==> config.mk <==
export PLATFORM = sky130hd
export DESIGN_NAME = vpr_queue
export DESIGN_NICKNAME = d
export VERILOG_FILES = /design/src/hdl/vpr_pkg.sv /design/src/hdl/vpr_queue.sv
export SDC_FILE = /design/constraint.sdc
export NUM_CORES = 2
export LEC_CHECK = 0
export ABC_AREA = 1
export BUFFER_PORTS_ARGS = -buffer_cell sky130_fd_sc_hd__buf_2
export CAP_MARGIN = 20
export CORE_UTILIZATION = 45
export DETAILED_ROUTE_END_ITERATION = 8
export HOLD_SLACK_MARGIN = 0.03
export PLACE_DENSITY = 0.67
export REMOVE_ABC_BUFFERS = 1
export SLEW_MARGIN = 30
export SYNTH_ARGS = -nofsm -noshare
export SYNTH_HDL_FRONTEND = slang
export SYNTH_SLANG_ARGS = --single-unit
==> constraint.sdc <==
create_clock -name clk_i -period 11.4 [get_ports clk_i]
set_input_delay 1.14 -clock clk_i [delete_from_list [all_inputs] [get_ports clk_i]]
set_output_delay 1.14 -clock clk_i [all_outputs]
set_load 0.1 [all_outputs]
==> src/hdl/vpr_pkg.sv <==
// Package for the vector polar/rect unit: payload structs, command codes,
// fixed-point constants, arctangent table and shared gain/saturation functions.
// No dependencies.
package vpr_pkg;

  localparam int FRAC_BITS       = 16;
  localparam int GUARD_BITS      = 8;
  localparam int ANG_BITS        = 24;
  localparam int ANG_SHIFT       = ANG_BITS - FRAC_BITS;
  localparam int CORDIC_STEPS_DEF = 16;
  localparam int QUEUE_DEPTH_DEF = 8;
  localparam int FRONT_STAGES    = 2;

  // vector width with guard bits and CORDIC growth, angle width in Q.24
  localparam int XW  = 44;
  localparam int ZW  = 36;
  localparam int W_W = 34;
  localparam int Q_W = 16;
  localparam int R_W = 34;

  localparam logic [29:0] GAIN_Q30    = 30'd652032874;
  localparam longint      RAD_DEG_Q24 = 64'sd961263669;

  // angle range reduction, degrees in Q.FRAC
  localparam longint MOD_Q16     = longint'(360) << FRAC_BITS;
  localparam longint HALF_Q16    = longint'(180) << FRAC_BITS;
  localparam longint QUARTER_Q16 = longint'(90) << FRAC_BITS;
  localparam longint HALF_Q24    = longint'(180) << ANG_BITS;
  localparam longint BIAS        = ((longint'(1) << 31) / MOD_Q16 + 1) * MOD_Q16;
  localparam longint RECIP       = (longint'(1) << 40) / MOD_Q16;

  localparam logic signed [XW-1:0] GUARD_RND = XW'(1) << (GUARD_BITS - 1);
  localparam logic signed [ZW-1:0] ANG_RND   =
    (ANG_SHIFT == 0) ? ZW'(0) : ZW'(longint'(1) << (ANG_SHIFT - 1));
  localparam logic signed [63:0]   FRAC_RND  = 64'(longint'(1) << (FRAC_BITS - 1));

  localparam logic [2:0] CMD_P2R   = 3'd0;
  localparam logic [2:0] CMD_R2P   = 3'd1;
  localparam logic [2:0] CMD_ADD   = 3'd2;
  localparam logic [2:0] CMD_SUB   = 3'd3;
  localparam logic [2:0] CMD_NEG   = 3'd4;
  localparam logic [2:0] CMD_SCALE = 3'd5;

  typedef enum logic [1:0] {
    OP_ROT,
    OP_VEC,
    OP_PASS
  } op_e;

  typedef struct packed {
    logic [2:0]         cmd;
    logic signed [31:0] a_first;
    logic signed [31:0] a_second;
    logic signed [31:0] b_x;
    logic signed [31:0] b_y;
    logic signed [31:0] factor;
  } req_t;

  typedef struct packed {
    logic signed [31:0] out_first;
    logic signed [31:0] out_second;
    logic               bad_command;
    logic               saturated;
  } rsp_t;

  typedef struct packed {
    op_e                  op;
    logic                 neg;
    logic signed [XW-1:0] x;
    logic signed [XW-1:0] y;
    logic signed [ZW-1:0] z;
    rsp_t                 res;
  } entry_t;

  typedef struct packed {
    logic        neg;
    logic [58:0] p_hi;
    logic [44:0] p_lo;
  } gain_prod_t;

  // arctangent of 2^-i in degrees Q.24
  function automatic logic [31:0] atan_q24(input int unsigned i);
    logic [31:0] r;
    case (i)
      0:  r = 32'd754974720;
      1:  r = 32'd445687602;
      2:  r = 32'd235489088;
      3:  r = 32'd119537938;
      4:  r = 32'd60000934;
      5:  r = 32'd30029717;
      6:  r = 32'd15018523;
      7:  r = 32'd7509720;
      8:  r = 32'd3754917;
      9:  r = 32'd1877466;
      10: r = 32'd938734;
      11: r = 32'd469367;
      default: r = 32'((RAD_DEG_Q24 + (longint'(1) << (i - 1))) >> i);
    endcase
    return r;
  endfunction

  // first half of round(v * gain): split magnitude, two partial products
  function automatic gain_prod_t gain_prep(input logic signed [XW-1:0] v);
    gain_prod_t       p;
    logic [XW-1:0]    m;
    m = v[XW-1] ? XW'(-v) : XW'(v);
    p.neg  = v[XW-1];
    p.p_hi = 59'(m[XW-1:15]) * 59'(GAIN_Q30);
    p.p_lo = 45'(m[14:0]) * 45'(GAIN_Q30);
    return p;
  endfunction

  // second half: combine partial products, round, restore sign
  function automatic logic signed [XW-1:0] gain_done(input gain_prod_t p);
    logic [59:0]          t;
    logic signed [XW-1:0] mag;
    t   = 60'(p.p_hi) + 60'(p.p_lo >> 15);
    t   = (t + 60'h4000) >> 15;
    mag = XW'(t);
    return p.neg ? -mag : mag;
  endfunction

  // clip to 32 bits, MSB of result is the clip flag
  function automatic logic [32:0] sat32(input logic signed [63:0] v);
    logic [32:0] r;
    if (v > 64'sd2147483647) begin
      r = {1'b1, 32'h7FFF_FFFF};
    end else if (v < -64'sd2147483648) begin
      r = {1'b1, 32'h8000_0000};
    end else begin
      r = {1'b0, v[31:0]};
    end
    return r;
  endfunction

endpackage

==> src/hdl/vpr_queue.sv <==
// Short queue between front end and CORDIC back end, registered read port.
// Uses vpr_pkg for the entry type.
module vpr_queue #(
  parameter int DEPTH = vpr_pkg::QUEUE_DEPTH_DEF
) (
  input  logic            clk_i,
  input  logic            rst_ni,
  input  logic            push_i,
  input  vpr_pkg::entry_t data_i,
  output logic            valid_o,
  output vpr_pkg::entry_t data_o,
  output logic            full_o
);

  localparam int AW = (DEPTH > 1) ? $clog2(DEPTH) : 1;
  localparam int CW = $clog2(DEPTH + 1);

  vpr_pkg::entry_t mem [DEPTH];
  logic [AW-1:0]   wr_ptr_q, rd_ptr_q;
  logic [CW-1:0]   count_q;
  logic            pop;

  assign pop = (count_q != '0);

  always_ff @(posedge clk_i or negedge rst_ni) begin
    if (!rst_ni) begin
      wr_ptr_q <= '0;
      rd_ptr_q <= '0;
      count_q  <= '0;
      valid_o  <= 1'b0;
    end else begin
      valid_o <= pop;
      if (push_i) begin
        wr_ptr_q <= (wr_ptr_q == AW'(DEPTH - 1)) ? '0 : wr_ptr_q + 1'b1;
      end
      if (pop) begin
        rd_ptr_q <= (rd_ptr_q == AW'(DEPTH - 1)) ? '0 : rd_ptr_q + 1'b1;
      end
      count_q <= count_q + CW'(push_i) - CW'(pop);
    end
  end

  always_ff @(posedge clk_i) begin
    if (push_i) begin
      mem[wr_ptr_q] <= data_i;
    end
    data_o <= mem[rd_ptr_q];
  end

  // hold off new commands while items already in flight could overfill
  assign full_o = (count_q >= CW'(DEPTH - vpr_pkg::FRONT_STAGES));

endmodule

==> impl_metrics.tcl <==
set metrics [dict create \
    async_flop_share_pct 0.629 \
    antenna_found_initial 46 \
    crit_buf_inv 4 \
    numPortBuffers 390 \
    die_area_sq_um 160000 \
    multiInputGateArea_sq_um 13600 \
    tightest_slew_ns 1.05 \
    synth_cells 6934 \
    drv_cap 0 \
    finalMaxSlewViolations 0 \
    crit_required_ns 12.08 \
    crit_slowest_cell "dfrtp_4" \
    clock-root-buffer "clkbuf_16" \
    insertion_delay_ns 0.83 \
    post_drt_wl_per_cell_microns 16.8 \
    wl_met2_mm 75.9 \
    finalWorstSetupSlack_ns 6.88 \
    synth-main-ff-cell "edfxtp_1" \
    grt_setup_unrepaired "false" \
    relSlewSlack_pct 29.8 \
    ctsResizeCount 0 \
    max_clock_freq_mhz 221 \
    path_cells "buf_12, buf_4, buf_4, buf_6, nand2_1, nand3_1, nand2_1, nand2_1, nand2_1" \
    yosysUniqueCellTypes 21 \
    ant_nets 0 \
    yosys.area.top_type "edfxtp_1" \
    ys_warn_count 0 \
    top_layer_used "met5" \
    fin_cells 9479 \
    fin_skew_ns 0.0595 \
    cts_setup_buffers 0 \
    clock_sinks 1748 \
    place.gp.congestion 0.757 \
    cp-end-kind "flip-flop" \
    synth_edf_count 1544 \
    path_class "reg -> reg" \
    drive_gt1_share_pct 9.63 \
    detailedPlace.worstSlack_ns 6.58 \
    place_inst 9131 \
    cts_buffers 177 \
    fp.dieH_microns 401 \
    layout.nets 7462 \
    grt_max_degree 231 \
    seq_area_sq_um 50500 \
    synth.top_cells.by_count "nand2_1 (2520), inv_1 (1558), edfxtp_1 (1544)" \
    place_hpwl_mm 83.4 \
    area_growth_pct 13.5 \
    fin_crit_sh_pct 39.6 \
    initial_utilization_pct 45.5 \
    hold_buffers 0 \
    critPathMostFrequentCell "nand2_1" \
    syn_avg_cell_area_sq_um 10.3 \
    seq_area_frac_synth_pct 70.7 \
    synth_area_sq_um 71500 \
    yosysTopAreaCellShare_pct 64.9 \
    cp_max_fo 199 \
    grt_util_all_layers_pct 19.9 \
    power.density_nw_per_um2 280 \
    met1_length_mm 68.8 \
    finalHoldViolCount 0 \
    ys_seq_elements 1748 \
    critPathTopFamily "buffers and inverters" \
    wl_met3_mm 9.93 \
    status "finished, final reports clean" \
    via_per_inst 4.78 \
    clock_path_buffers 3 \
    drc 0 \
    period_needed_ns 4.52 \
    first_pass_iters 7 \
    clk_pin_slew_ns 0.06 \
    die_w_microns 401 \
    max_stage_delay_ns 0.86 \
    io_pins 391 \
    cts_max_level 4 \
    wirelength_mm 159 \
    start_kind "flip-flop" \
    tritoncts "done" \
    num_rows 145 \
    vias 45300 \
    hold_path.class "in -> async" \
    drt_iter0_drc 3354 \
    overflow 0 \
    grt_pass1_wl_mm 249 \
    synth.most_common_cell "nand2_1" \
    core_sq_um 157000 \
    p_leak_nw 37.3 \
    peakVddDrop_mv 0.286 \
    grt_pass1_vias 45100 \
    synthTopCellsByArea "edfxtp_1 (65%), nand2_1 (13%), inv_1 (8.2%), nand3_1 (5.4%), dfxtp_1 (5.4%)" \
    worstPathArrival_ns 5.20 \
    nFillCells 13400 \
    setup_viol 0 \
    fin_total_pwr_mw 22.7 \
]
## cells in the final DEF (no fill, tap or decap), types with 3 or more instances in the layout
| cell | instances |
|---|---|
| dfxtp_1 | 193 |
| buf_12 | 13 |
| clkbuf_16 | 180 |
| clkinvlp_4 | 5 |
| buf_6 | 6 |
| diode_2 | 17 |
| dfrtp_4 | 3 |
| nor2_4 | 8 |
| nand3_1 | 778 |
| clkbuf_1 | 53 |
| bufinv_16 | 13 |
| clkinv_1 | 17 |
| clkbuf_8 | 20 |
| nand2_1 | 2520 |
| inv_1 | 1558 |
| o21ai_0 | 6 |
| inv_16 | 7 |
| buf_4 | 30 |
| buf_2 | 390 |
| dfrtp_1 | 8 |
| clkinv_2 | 25 |
| clkinv_16 | 5 |
| ha_1 | 10 |
| edfxtp_1 | 1544 |
## kinds of logic (layout without fill, tap and decap cells)
logic type,count (synthesis),in the layout,share of synthesized area [%]
compound gates,7,7,0.0490
simple gates,3306,3306,18.7
buf+inv,1860,2330,10.3
other cells,0,17,0
flops,1748,1748,70.7
fa+ha+maj,11,11,0.203
xor+xnor,2,2,0.0245
## cell type report
type | instances | share of cell area [%]
diodes | 17 | 0.0524
clock buffers | 253 | 6.14
clock inverters | 75 | 1.15
inverters | 1561 | 7.26
multi-input cells | 3326 | 16.8
flip-flops and latches | 1748 | 62.3
well taps | 2058 | 3.17
repair buffers | 441 | 3.16
## through the flow
step / area [sq um] / hold WS [ns] / TNS, ns / utilization, %
after global routing: 81100 / 0.180 / 0 / 51.7
final: 81100 / 0.201 / 0 / 51.7
after detailed placement: 75100 / 0.611 / 0 / 47.9
after global placement: 75000 / 0.606 / 0 / 47.8
after CTS: 81000 / 0.160 / 0 / 51.6
after floorplan: 69900 / 0.569 / -3328.16 / -
## routing by layer
metal,global-route usage [%],vias to the layer above
li1,-,22200
met1,25.9,21600
met2,33.0,1182
met3,3.88,304
met4,7.39,34
met5,0,-
## report_power, final
group	switching (mW)	total, mW	internal, mW	leakage [nW]
logic	6.78	8.51	1.73	18.6
clock network	2.45	5.81	3.36	2.87
registers	0.344	8.40	8.05	15.8
## worst reg2reg max path: cells and delay by family (launching register included)
kind                   cells  cell delay, ns
DFF                        1            0.86
and+or+nand+nor            5            0.49
buffers and inverters      4            3.09
## state kept, by name (all words and copies together), names as in the netlist
name / count
mem: 1544
data_o: 193
count_q: 4
rd_ptr_q: 3
wr_ptr_q: 3
valid_o: 1
## worst paths after layout
kind / from / slack, ns / depth (start not counted) / to
max: rd_ptr_q[0] / 6.88 / 9 / data_o[19]
min: rst_ni / 0.20 / 1 / count_q[3]
max reg2reg: rd_ptr_q[0] / 6.88 / 9 / data_o[19]
min reg2reg: mem[0][125] / 0.58 / 6 / data_o[125]
max in group asynchronous: rst_ni / 10.91 / 1 / rd_ptr_q[0]
min in group clk_i: data_i[10] / 0.58 / 1 / mem[4][10]
(Power assumes the default switching activity.)
